===== src/rtl/stp_pkg.sv =====
// shared types, constants and helpers of the string to integer parser
`default_nettype none

package stp_pkg;

  localparam int unsigned OffsetBitsDefault = 16;
  localparam int unsigned EndOffsetBits     = 16;
  localparam logic [5:0]  RadixReset        = 6'd10;

  localparam logic [5:0] BaseMin = 6'd2;
  localparam logic [5:0] BaseMax = 6'd36;
  localparam logic [5:0] Base16  = 6'd16;
  localparam logic [5:0] Base10  = 6'd10;
  localparam logic [5:0] Base8   = 6'd8;
  localparam logic [5:0] NoDigit = 6'd63;

  localparam logic [7:0] CharZero  = 8'h30;
  localparam logic [7:0] CharNine  = 8'h39;
  localparam logic [7:0] CharUpA   = 8'h41;
  localparam logic [7:0] CharUpZ   = 8'h5A;
  localparam logic [7:0] CharLoA   = 8'h61;
  localparam logic [7:0] CharLoZ   = 8'h7A;
  localparam logic [7:0] CharUpX   = 8'h58;
  localparam logic [7:0] CharLoX   = 8'h78;
  localparam logic [7:0] CharMinus = 8'h2D;
  localparam logic [7:0] CharPlus  = 8'h2B;
  localparam logic [7:0] CharSpace = 8'h20;
  localparam logic [7:0] CharTab   = 8'h09;
  localparam logic [7:0] CharCr    = 8'h0D;

  localparam logic [63:0] MagPosLimit = 64'h7FFF_FFFF_FFFF_FFFF;
  localparam logic [63:0] MagNegLimit = 64'h8000_0000_0000_0000;

  typedef enum logic [1:0] {
    STATUS_OK       = 2'd0,
    STATUS_RANGE    = 2'd1,
    STATUS_BAD_BASE = 2'd2
  } status_e;

  typedef enum logic [1:0] {
    MUL_CUR = 2'd0,
    MUL_16  = 2'd1,
    MUL_10  = 2'd2,
    MUL_8   = 2'd3
  } mul_sel_e;

  typedef enum logic [1:0] {
    BASE_KEEP   = 2'd0,
    BASE_SET_16 = 2'd1,
    BASE_SET_10 = 2'd2,
    BASE_SET_8  = 2'd3
  } base_set_e;

  // character classification and base compares, datapath to controller
  typedef struct packed {
    logic radix_bad;
    logic is_ws;
    logic is_minus;
    logic is_plus;
    logic is_zero;
    logic is_x;
    logic base_zero;
    logic base_16;
    logic dig_lt_base;
    logic dig_lt_10;
    logic dig_lt_8;
    logic dig_lt_16;
  } dp_stat_t;

  // controller commands to the datapath
  typedef struct packed {
    logic      step;
    logic      clear;
    logic      set_neg;
    logic      accept;
    mul_sel_e  mul_sel;
    base_set_e base_set;
    logic      result_invalid;
  } dp_cmd_t;

  typedef struct packed {
    logic [63:0]              mag;
    logic                     neg;
    logic [EndOffsetBits-1:0] end_offset;
    logic                     digits;
    status_e                  status;
  } result_t;

  function automatic logic [5:0] digit_of(input logic [7:0] c);
    logic [7:0] d;
    d = {2'b00, NoDigit};
    if (c inside {[CharZero:CharNine]}) begin
      d = c - CharZero;
    end else if (c inside {[CharUpA:CharUpZ]}) begin
      d = c - CharUpA + 8'd10;
    end else if (c inside {[CharLoA:CharLoZ]}) begin
      d = c - CharLoA + 8'd10;
    end
    return d[5:0];
  endfunction

endpackage

`default_nettype wire


===== src/rtl/stp_ctrl.sv =====
// parse phase state machine of the string to integer parser
`default_nettype none

module stp_ctrl (
  input  wire logic             clk_i,
  input  wire logic             rst_ni,
  input  wire logic             step_i,
  input  wire logic             last_i,
  input  wire stp_pkg::dp_stat_t stat_i,
  output stp_pkg::dp_cmd_t      cmd_o
);

  typedef enum logic [6:0] {
    PH_WS      = 7'b0000001,
    PH_FIRST   = 7'b0000010,
    PH_ZERO    = 7'b0000100,
    PH_PREFIX  = 7'b0001000,
    PH_DIGITS  = 7'b0010000,
    PH_DONE    = 7'b0100000,
    PH_INVALID = 7'b1000000
  } phase_e;

  phase_e phase_q, phase_d;
  logic   tf_zero, tf_ok, do_first;

  always_comb begin
    tf_zero  = stat_i.is_zero && (stat_i.base_zero || stat_i.base_16);
    tf_ok    = stat_i.base_zero ? stat_i.dig_lt_10 : stat_i.dig_lt_base;
    do_first = 1'b0;
    phase_d  = phase_q;

    cmd_o.step           = step_i;
    cmd_o.clear          = step_i && last_i;
    cmd_o.set_neg        = 1'b0;
    cmd_o.accept         = 1'b0;
    cmd_o.mul_sel        = stp_pkg::MUL_CUR;
    cmd_o.base_set       = stp_pkg::BASE_KEEP;
    cmd_o.result_invalid = 1'b0;

    if (step_i) begin
      if (stat_i.radix_bad) begin
        phase_d = PH_INVALID;
      end else begin
        case (phase_q)
          PH_WS: begin
            if (stat_i.is_ws) begin
              phase_d = PH_WS;
            end else if (stat_i.is_minus) begin
              cmd_o.set_neg = 1'b1;
              phase_d       = PH_FIRST;
            end else if (stat_i.is_plus) begin
              phase_d = PH_FIRST;
            end else begin
              do_first = 1'b1;
            end
          end
          PH_FIRST: do_first = 1'b1;
          PH_ZERO: begin
            if (stat_i.is_x) begin
              cmd_o.base_set = stp_pkg::BASE_SET_16;
              phase_d        = PH_PREFIX;
            end else if (stat_i.base_zero) begin
              cmd_o.base_set = stp_pkg::BASE_SET_8;
              cmd_o.mul_sel  = stp_pkg::MUL_8;
              cmd_o.accept   = stat_i.dig_lt_8;
              phase_d        = stat_i.dig_lt_8 ? PH_DIGITS : PH_DONE;
            end else begin
              cmd_o.accept = stat_i.dig_lt_base;
              phase_d      = stat_i.dig_lt_base ? PH_DIGITS : PH_DONE;
            end
          end
          PH_PREFIX: begin
            cmd_o.mul_sel = stp_pkg::MUL_16;
            cmd_o.accept  = stat_i.dig_lt_16;
            phase_d       = stat_i.dig_lt_16 ? PH_DIGITS : PH_DONE;
          end
          PH_DIGITS: begin
            cmd_o.accept = stat_i.dig_lt_base;
            phase_d      = stat_i.dig_lt_base ? PH_DIGITS : PH_DONE;
          end
          default: phase_d = phase_q;
        endcase

        // first character after white space or sign
        if (do_first) begin
          if (tf_zero) begin
            cmd_o.accept  = 1'b1;
            cmd_o.mul_sel = stp_pkg::MUL_16;
            phase_d       = PH_ZERO;
          end else begin
            if (stat_i.base_zero) begin
              cmd_o.base_set = stp_pkg::BASE_SET_10;
              cmd_o.mul_sel  = stp_pkg::MUL_10;
            end
            cmd_o.accept = tf_ok;
            phase_d      = tf_ok ? PH_DIGITS : PH_DONE;
          end
        end
      end
    end

    cmd_o.result_invalid = (phase_d == PH_INVALID);
  end

  always_ff @(posedge clk_i or negedge rst_ni) begin
    if (!rst_ni) begin
      phase_q <= PH_WS;
    end else if (cmd_o.clear) begin
      phase_q <= PH_WS;
    end else begin
      phase_q <= phase_d;
    end
  end

endmodule

`default_nettype wire


===== src/rtl/stp_datapath.sv =====
// accumulator, base, position and radix register of the string to integer parser
`default_nettype none

module stp_datapath #(
  parameter int unsigned OFFSET_BITS = stp_pkg::OffsetBitsDefault
) (
  input  wire logic              clk_i,
  input  wire logic              rst_ni,
  input  wire logic              cfg_we_i,
  input  wire logic [5:0]        cfg_radix_i,
  input  wire logic [7:0]        char_i,
  input  wire stp_pkg::dp_cmd_t  cmd_i,
  output stp_pkg::dp_stat_t      stat_o,
  output stp_pkg::result_t       result_o
);

  localparam int unsigned EndW = (OFFSET_BITS > stp_pkg::EndOffsetBits) ?
                                 OFFSET_BITS : stp_pkg::EndOffsetBits;
  localparam logic [OFFSET_BITS-1:0] PosMax = {OFFSET_BITS{1'b1}};

  logic [5:0]             radix_q;
  logic                   neg_q, neg_d;
  logic [63:0]            acc_q, acc_d;
  logic                   ovf_q, ovf_d;
  logic [5:0]             base_q, base_d;
  logic [OFFSET_BITS-1:0] pos_q, pos_d;
  logic [OFFSET_BITS-1:0] end_q, end_d;
  logic                   any_q, any_d;

  logic                   first, radix_ok;
  logic [5:0]             base_now, digit, mul;
  logic [69:0]            prod;
  logic [70:0]            sum;
  logic [63:0]            limit;
  logic                   over;
  logic [OFFSET_BITS-1:0] pos_inc;
  logic [EndW-1:0]        end_wide;

  assign first    = (pos_q == '0);
  assign radix_ok = (radix_q == '0) || (radix_q inside {[stp_pkg::BaseMin:stp_pkg::BaseMax]});
  assign base_now = first ? radix_q : base_q;
  assign digit    = stp_pkg::digit_of(char_i);

  always_comb begin
    stat_o.radix_bad   = first && !radix_ok;
    stat_o.is_ws       = (char_i == stp_pkg::CharSpace) ||
                         (char_i inside {[stp_pkg::CharTab:stp_pkg::CharCr]});
    stat_o.is_minus    = (char_i == stp_pkg::CharMinus);
    stat_o.is_plus     = (char_i == stp_pkg::CharPlus);
    stat_o.is_zero     = (char_i == stp_pkg::CharZero);
    stat_o.is_x        = (char_i == stp_pkg::CharLoX) || (char_i == stp_pkg::CharUpX);
    stat_o.base_zero   = (base_now == '0);
    stat_o.base_16     = (base_now == stp_pkg::Base16);
    stat_o.dig_lt_base = (digit < base_now);
    stat_o.dig_lt_10   = (digit < stp_pkg::Base10);
    stat_o.dig_lt_8    = (digit < stp_pkg::Base8);
    stat_o.dig_lt_16   = (digit < stp_pkg::Base16);
  end

  always_comb begin
    case (cmd_i.mul_sel)
      stp_pkg::MUL_16: mul = stp_pkg::Base16;
      stp_pkg::MUL_10: mul = stp_pkg::Base10;
      stp_pkg::MUL_8:  mul = stp_pkg::Base8;
      default:         mul = base_now;
    endcase
  end

  // overflow exactly when acc * base + digit exceeds the limit for the sign
  assign prod  = {6'b0, acc_q} * {64'b0, mul};
  assign sum   = {1'b0, prod} + {65'b0, digit};
  assign limit = neg_q ? stp_pkg::MagNegLimit : stp_pkg::MagPosLimit;
  assign over  = (sum > {7'b0, limit});

  assign pos_inc = (pos_q == PosMax) ? pos_q : pos_q + OFFSET_BITS'(1);

  always_comb begin
    neg_d  = neg_q;
    acc_d  = acc_q;
    ovf_d  = ovf_q;
    base_d = base_q;
    pos_d  = pos_q;
    end_d  = end_q;
    any_d  = any_q;
    if (cmd_i.step) begin
      pos_d  = pos_inc;
      base_d = base_now;
      case (cmd_i.base_set)
        stp_pkg::BASE_SET_16: base_d = stp_pkg::Base16;
        stp_pkg::BASE_SET_10: base_d = stp_pkg::Base10;
        stp_pkg::BASE_SET_8:  base_d = stp_pkg::Base8;
        default:              base_d = base_now;
      endcase
      if (cmd_i.set_neg) begin
        neg_d = 1'b1;
      end
      if (cmd_i.accept) begin
        any_d = 1'b1;
        end_d = pos_inc;
        if (!ovf_q) begin
          if (over) begin
            ovf_d = 1'b1;
            acc_d = limit;
          end else begin
            acc_d = sum[63:0];
          end
        end
      end
    end
  end

  assign end_wide = EndW'(end_d);

  always_comb begin
    result_o.mag        = acc_d;
    result_o.neg        = neg_d;
    result_o.digits     = any_d;
    result_o.end_offset = (end_wide > EndW'({stp_pkg::EndOffsetBits{1'b1}})) ?
                          {stp_pkg::EndOffsetBits{1'b1}} :
                          end_wide[stp_pkg::EndOffsetBits-1:0];
    if (cmd_i.result_invalid) begin
      result_o.status = stp_pkg::STATUS_BAD_BASE;
    end else if (ovf_d) begin
      result_o.status = stp_pkg::STATUS_RANGE;
    end else begin
      result_o.status = stp_pkg::STATUS_OK;
    end
  end

  always_ff @(posedge clk_i or negedge rst_ni) begin
    if (!rst_ni) begin
      radix_q <= stp_pkg::RadixReset;
    end else if (cfg_we_i) begin
      radix_q <= cfg_radix_i;
    end
  end

  always_ff @(posedge clk_i or negedge rst_ni) begin
    if (!rst_ni) begin
      neg_q  <= 1'b0;
      acc_q  <= '0;
      ovf_q  <= 1'b0;
      base_q <= '0;
      pos_q  <= '0;
      end_q  <= '0;
      any_q  <= 1'b0;
    end else if (cmd_i.clear) begin
      neg_q  <= 1'b0;
      acc_q  <= '0;
      ovf_q  <= 1'b0;
      base_q <= '0;
      pos_q  <= '0;
      end_q  <= '0;
      any_q  <= 1'b0;
    end else begin
      neg_q  <= neg_d;
      acc_q  <= acc_d;
      ovf_q  <= ovf_d;
      base_q <= base_d;
      pos_q  <= pos_d;
      end_q  <= end_d;
      any_q  <= any_d;
    end
  end

`ifndef ASSERT_OFF
  a_ovf_at_limit: assert property (@(posedge clk_i) disable iff (!rst_ni)
    ovf_q |-> (acc_q == limit))
    else $error("overflow flag set but accumulator not at its limit");
  a_end_not_past_pos: assert property (@(posedge clk_i) disable iff (!rst_ni)
    end_q <= pos_q)
    else $error("parse end beyond current position");
  a_no_digit_empty: assert property (@(posedge clk_i) disable iff (!rst_ni)
    !any_q |-> (acc_q == '0 && end_q == '0 && !ovf_q))
    else $error("accumulator or end position set without any digit");
  a_clear_restarts: assert property (@(posedge clk_i) disable iff (!rst_ni)
    cmd_i.clear |=> (pos_q == '0 && !any_q && !neg_q))
    else $error("string state not cleared after last transaction");
`endif

endmodule

`default_nettype wire


===== src/rtl/stp_outreg.sv =====
// result register with valid and ready toward the consumer
`default_nettype none

module stp_outreg (
  input  wire logic                                clk_i,
  input  wire logic                                rst_ni,
  input  wire logic                                load_i,
  input  wire stp_pkg::result_t                    result_i,
  input  wire logic                                out_ready_i,
  output logic                                     out_valid_o,
  output logic signed [63:0]                       value_o,
  output logic [stp_pkg::EndOffsetBits-1:0]        end_offset_o,
  output logic                                     digits_found_o,
  output logic [1:0]                               status_o
);

  logic             valid_q;
  stp_pkg::result_t res_q;

  always_ff @(posedge clk_i or negedge rst_ni) begin
    if (!rst_ni) begin
      valid_q <= 1'b0;
    end else if (load_i) begin
      valid_q <= 1'b1;
    end else if (out_ready_i) begin
      valid_q <= 1'b0;
    end
  end

  always_ff @(posedge clk_i) begin
    if (load_i) begin
      res_q <= result_i;
    end
  end

  // sign applied after the register, keeps the multiply path short
  assign out_valid_o    = valid_q;
  assign value_o        = res_q.neg ? -$signed(res_q.mag) : $signed(res_q.mag);
  assign end_offset_o   = res_q.end_offset;
  assign digits_found_o = res_q.digits;
  assign status_o       = res_q.status;

endmodule

`default_nettype wire


===== src/rtl/string_to_integer_parser.sv =====
// top level of the streaming string to integer parser
//
//   channel  direction  signals                                   payload
//   cfg      in         cfg_valid_i / cfg_ready_o                 cfg_radix_i
//   in       in         in_valid_i / in_ready_o                   char_code_i, last_char_i
//   out      out        out_valid_o / out_ready_i                 value_o, end_offset_o,
//                                                                 digits_found_o, status_o
//
// one character per cycle while in_ready_o is high; the 64 by 6 multiply-accumulate with overflow check
// in the datapath sets that figure
// the result is registered and appears in the cycle after the character marked last is taken
// reset sets the radix to 10 and starts a fresh string, no clearing pass
// in_ready_o drops only while a result waits and out_ready_i is low
`default_nettype none

module string_to_integer_parser #(
  parameter int unsigned OFFSET_BITS = stp_pkg::OffsetBitsDefault
) (
  input  wire logic                         clk_i,
  input  wire logic                         rst_ni,
  input  wire logic                         cfg_valid_i,
  output logic                              cfg_ready_o,
  input  wire logic [5:0]                   cfg_radix_i,
  input  wire logic                         in_valid_i,
  output logic                              in_ready_o,
  input  wire logic [7:0]                   char_code_i,
  input  wire logic                         last_char_i,
  output logic                              out_valid_o,
  input  wire logic                         out_ready_i,
  output logic signed [63:0]                value_o,
  output logic [stp_pkg::EndOffsetBits-1:0] end_offset_o,
  output logic                              digits_found_o,
  output logic [1:0]                        status_o
);

  logic              step;
  stp_pkg::dp_cmd_t  cmd;
  stp_pkg::dp_stat_t stat;
  stp_pkg::result_t  result;

  assign cfg_ready_o = 1'b1;
  assign in_ready_o  = !out_valid_o || out_ready_i;
  assign step        = in_valid_i && in_ready_o;

  stp_ctrl u_ctrl (
    .clk_i  (clk_i),
    .rst_ni (rst_ni),
    .step_i (step),
    .last_i (last_char_i),
    .stat_i (stat),
    .cmd_o  (cmd)
  );

  stp_datapath #(
    .OFFSET_BITS (OFFSET_BITS)
  ) u_datapath (
    .clk_i       (clk_i),
    .rst_ni      (rst_ni),
    .cfg_we_i    (cfg_valid_i && cfg_ready_o),
    .cfg_radix_i (cfg_radix_i),
    .char_i      (char_code_i),
    .cmd_i       (cmd),
    .stat_o      (stat),
    .result_o    (result)
  );

  stp_outreg u_outreg (
    .clk_i          (clk_i),
    .rst_ni         (rst_ni),
    .load_i         (cmd.clear),
    .result_i       (result),
    .out_ready_i    (out_ready_i),
    .out_valid_o    (out_valid_o),
    .value_o        (value_o),
    .end_offset_o   (end_offset_o),
    .digits_found_o (digits_found_o),
    .status_o       (status_o)
  );

endmodule

`default_nettype wire

===== config.mk =====
export PLATFORM = sky130hd
export DESIGN_NAME = string_to_integer_parser
export DESIGN_NICKNAME = d
export VERILOG_FILES = /design/src/rtl/stp_pkg.sv /design/src/rtl/stp_ctrl.sv /design/src/rtl/stp_datapath.sv /design/src/rtl/stp_outreg.sv /design/src/rtl/string_to_integer_parser.sv
export SDC_FILE = /design/constraint.sdc
export NUM_CORES = 1
export LEC_CHECK = 0
export ABC_AREA = 1
export BUFFER_PORTS_ARGS = -buffer_cell sky130_fd_sc_hd__buf_2
export CAP_MARGIN = 20
export CORE_MARGIN = 8
export CORE_UTILIZATION = 65
export DETAILED_ROUTE_END_ITERATION = 12
export MAX_ROUTING_LAYER = met4
export PLACE_DENSITY = 0.81
export SKIP_CTS_REPAIR_TIMING = 1
export SLEW_MARGIN = 20
export SYNTH_ARGS = -nofsm -noshare
export SYNTH_HDL_FRONTEND = slang
export SYNTH_SLANG_ARGS = --single-unit

===== constraint.sdc =====
create_clock -name clk_i -period 10.3 [get_ports clk_i]
set_input_delay 1.03 -clock clk_i [delete_from_list [all_inputs] [get_ports clk_i]]
set_output_delay 1.03 -clock clk_i [all_outputs]
set_load 0.03 [all_outputs]

# After elaboration in Yosys (flattened, before gate mapping)
# Index checks and enable logic that the tools add are counted.
# W data, S select, Z words.
# totals
inputBits	20
ff_bits	203
# classes
n_reduce_logical	21
mux	77
n_lt_le_gt_ge	16
mul	1
eq_ne	20
n_addsub	8
# op_table
cell	n
$mux W64	7
$mux W16	6
$mux W6	12
$add A70 B6 Y71	1
$gt A71 B64 Y1	1
$mul A64 B6 Y70	1
$mux W7	10
$neg A64 Y64	1
$pmux W6 S3	2
$eq A8 B6 Y1 const B	4
$pmux W7 S4	1
$mux W1	24
$mux W4	6
$add A16 B1 Y16 const B	1
$eq A16 B16 Y1 const B	1
$eq A8 B7 Y1 const B	2
$ge A8 B7 Y1 const B	2
$gt A16 B16 Y1 const B	1
$le A8 B7 Y1 const B	2
$logic_not A16 Y1	1
$add A6 B4 Y6 const B	2
$logic_not A6 Y1	2
$lt A6 B4 Y1 const B	2
$sub A6 B6 Y6 const B	2
other kinds (28)	49

# Depth between registers and ports, before layout
# logic_depth
depth_word	25
mapped_depth	61
depth_no_buf	59

# Cells and area by module
# From an unflattened synthesis, not the netlist that was laid out.
# unflattened
cells_unflattened	3900
area_unflattened_um2	28503.6
# by_module_without_submodules
module	cells_each	seq_area_each_um2	area_each_um2	n_inst
stp_datapath	3160	2780.2	22539.1	1
stp_outreg	590	2547.4	5098.6	1
stp_ctrl	144	176.4	834.6	1
string_to_integer_parser	6	0.0	31.3	1

# Least setup slack after synthesis
# No wires, ideal clock.
# synth_timing
kind	input port to flip-flop
start	input port char_code_i[0]
end	register u_outreg.res_q[27] (netlist name) (data pin)
setup_slack_ps	1795
setup_ps	259
path_buffers	3
path_stages	51
t_arrival_ps	8246
required_ps	10041
path_cell_list	inv_1 -> ha_1 -> o21ai_1 -> o21ai_0 -> o21ai_1 -> nor2_1 -> a21oi_1 -> nand2_1 -> o21ai_2 -> nand2_2 -> nor2_2 -> buf_4 -> nand2_1 -> fa_1 -> fa_1 -> inv_1 -> fa_1 -> inv_1 -> [15 not listed] -> nor2_1 -> nand4_1 -> nor2_1 -> nand3_1 -> nand3_1 -> nand2_1 -> nand2_1 -> nand2_1 -> nand2_1 -> nand2_1 -> nand2_1 -> nand2_1 -> clkbuf_1 -> clkbuf_1 -> nand3_1 -> nand2_1 -> o21ai_0 -> inv_1
# synth_rtl
item	line_no	source
from (decl)	string_to_integer_parser.sv:26	input wire logic [7:0] char_code_i,
to (signal assigned)	stp_outreg.sv:32	res_q <= result_i;
to (decl)	stp_outreg.sv:18	stp_pkg::result_t res_q;

==> flow_summary.ini <==
[outcome]
status = complete, no violations

[worst_setup_path]
start_kind = register
crit_slowest_cell = fa_1
arrival_ns = 10.22
r2r_slack_ns = 0.35
crit_start = u_datapath.pos_q[0]
crit_type = register to register
crit_fanout = 44
cp-end-kind = register
cpMostUsedCell = nand2_1
crit_cells = 47
crit_path_end = u_outreg.res_q[24]
path_delay_family = simple AND/OR/NAND/NOR gates
reg2reg_to = u_outreg.res_q[24]
critical_path_buf_inv_count = 10
cp_data_required_time_ns = 10.57
critPathMaxStageDelay_ns = 0.53
reg2reg_from = u_datapath.pos_q[0]
reg2reg_depth = 47

[timing]
final-setup-viol-count = 0
tns_ns = 0
worst_clock_skew_ns = 0.0311
setup_ws_ns = 0.354
holdWs_ns = 0.491
worst_slew_pin_slew_ns = 1.03
period_share_pct = 96.6
maxSlewHeadroom_pct = 31.0
fmax_mhz = 101
hold_viol = 0
fin_crit_ns = 9.95
slew_viol_final = 0

[power_and_ir_drop]
p_leak_nw = 16.2
power.total_mw = 6.00
power_density_nw_per_um2 = 208
ir_drop_v = 0.000287

[clocking]
root_buffer = clkbuf_16
clk-insertion-delay-late_ns = 0.52
cts_tree = built
cts_max_level = 1
numCtsBuffers = 20
cts_num_sinks = 203
clockBufferDepth = 3
path_clk_slew_ns = 0.07

[route]
drc = 0
wl_per_cell_um = 18.4
vias = 24951
first_iter_violations = 2910
routed_wl_um = 80300
drt_first_pass_iters = 6
ant_nets = 0
drt-vias-per-instance = 5.72

[layout]
final_common_cell = nand2_1
area_growth_pct = 6.40
layout_common_cells = nand2_1 (913), inv_1 (619), nor2_1 (568)
final_layout_size_suffix_gt1_share_pct = 6.76
fin_nets = 4307
final_cells = 4360

[floorplanning]
dieArea_um2 = 48500
core-area_um2 = 41600
chipWidth_um = 220
io-pin-count = 106
die_h_um = 220
num_rows = 75
start_util_pct = 65.2

[job]
max_cap_violations = 0

[place]
portBuffers = 104
place_ws_ns = 0.258
globalplace.congestion = 1.05
dp_cells = 4321
dpl.hpwl_um = 65600

[synth]
syn_avg_cell_area_um2 = 7.25
syn_inst = 3740
yosysWarningCount = 0
ys_ff_latch = 203
synth_seq_area_share_pct = 20.3
syn_area_um2 = 27100
syn_nets = 4242
synth_cell_type_count = 56

[min_path]
worstHoldPathType = register to register
min_path_cells = 2

[grt]
grt_usage_pct = 34.8
gr-total-overflow = 0
antenna_found_initial = 1
grt_pass1_vias = 24137
grt_pass1_wl_um = 129000
grt_max_degree = 95
## flip-flops by register name, indices dropped and copies added, names as in the netlist, 2 cells and up
| register | count |
|---|---|
| u_datapath.radix_q | 6 |
| u_outreg.res_q | 65 |
| u_datapath.base_q | 6 |
| u_outreg.end_offset_o | 16 |
| u_ctrl.phase_q | 7 |
| u_datapath.pos_q | 16 |
| u_outreg.status_o | 2 |
| u_datapath.end_q | 16 |
| u_datapath.acc_q | 64 |
## per-layer routing
metal | vias to the layer above | track usage [%] | wire length, um
met5 | - | - | 0
met4 | 0 | 9.18 | 2350
met3 | 149 | 10.2 | 10700
met2 | 1407 | 47.9 | 32200
met1 | 11614 | 49.6 | 35000
li1 | 11781 | - | -
## synthesized netlist by cell type (all sizes together)
library cell | count | share of area (%)
fa | 252 | 19
and3 | 6 | 0.14
o22ai | 11 | 0.25
o211a | 1 | 0.037
nor2 | 580 | 8.2
xnor2 | 37 | 1.2
dfrtp | 116 | 11
a21o | 10 | 0.28
o211ai | 3 | 0.083
conb | 1 | 0.014
o221ai | 1 | 0.032
and2 | 1 | 0.023
mux2 | 2 | 0.083
o21a | 10 | 0.28
edfxtp | 84 | 9.3
a22oi | 1 | 0.028
xor2 | 89 | 2.9
dfstp | 3 | 0.29
o21bai | 18 | 0.50
nand3 | 169 | 3.2
nand4 | 42 | 0.97
a211oi | 6 | 0.17
clkinv | 2 | 0.032
inv | 635 | 8.8
o31ai | 5 | 0.14
ha | 230 | 11
nor3 | 40 | 0.79
or2 | 4 | 0.092
nor4 | 23 | 0.53
a31oi | 10 | 0.23
nand3b | 5 | 0.18
o21ai | 139 | 2.6
buf | 84 | 2.2
clkbuf | 28 | 0.39
a21oi | 165 | 3.1
nand2 | 924 | 13
a221oi | 1 | 0.032
nor3b | 1 | 0.028
or3 | 1 | 0.023
## worst min path at each step
stage / from / end
final: u_datapath.base_q[2] / u_datapath.base_q[2]
after detailed placement: u_datapath.base_q[2] / u_datapath.base_q[2]
after global placement: u_datapath.base_q[2] / u_datapath.base_q[2]
after global routing: u_datapath.base_q[2] / u_datapath.base_q[2]
after floorplan: u_datapath.base_q[0] / u_datapath.base_q[0]
after CTS: u_datapath.base_q[2] / u_datapath.base_q[2]
## worst min-delay path: cells and delay by family, from the launching register on
family	cells	cell delay, ns
AOI/OAI and AO/OA	1	0.06
and+or+nand+nor	1	0.05
DFF	1	0.35
## area by class of cell
cell class	count	area, um^2
clock inverter	15	178
tap	539	674
inverter	637	2390
sequential	203	5510
fill	3585	12700
timing repair buffer	155	996
multi-input combinational	2788	18600
clock buffer	21	514
antenna	2	5.00
## logic make-up (layout without fill, tap and decap cells)
logic type,count (synthesis),in the layout,synth area share (%)
other,1,3,0.0138
DFF,203,203,20.3
adders and majority gates,482,482,29.2
AOI/OAI and AO/OA,381,381,7.79
xor gates and xnor gates,126,126,4.07
and+or+nand+nor,1796,1796,27.1
muxes,2,2,0.0831
buffers and inverters,749,828,11.4
## stage by stage
step | instance area [um^2] | utilization (%)
after floorplan | 27100 | -
after global placement | 28100 | 67.5
after detailed placement | 28100 | 67.5
after CTS | 28800 | 69.2
after global routing | 28800 | 69.4
final | 28800 | 69.4
## report_power, final
part,switching [mW],internal [mW]
clock network,0.348,0.427
logic,2.74,1.26
registers,0.166,1.05
total,3.26,2.75
(Power assumes the default switching activity.)
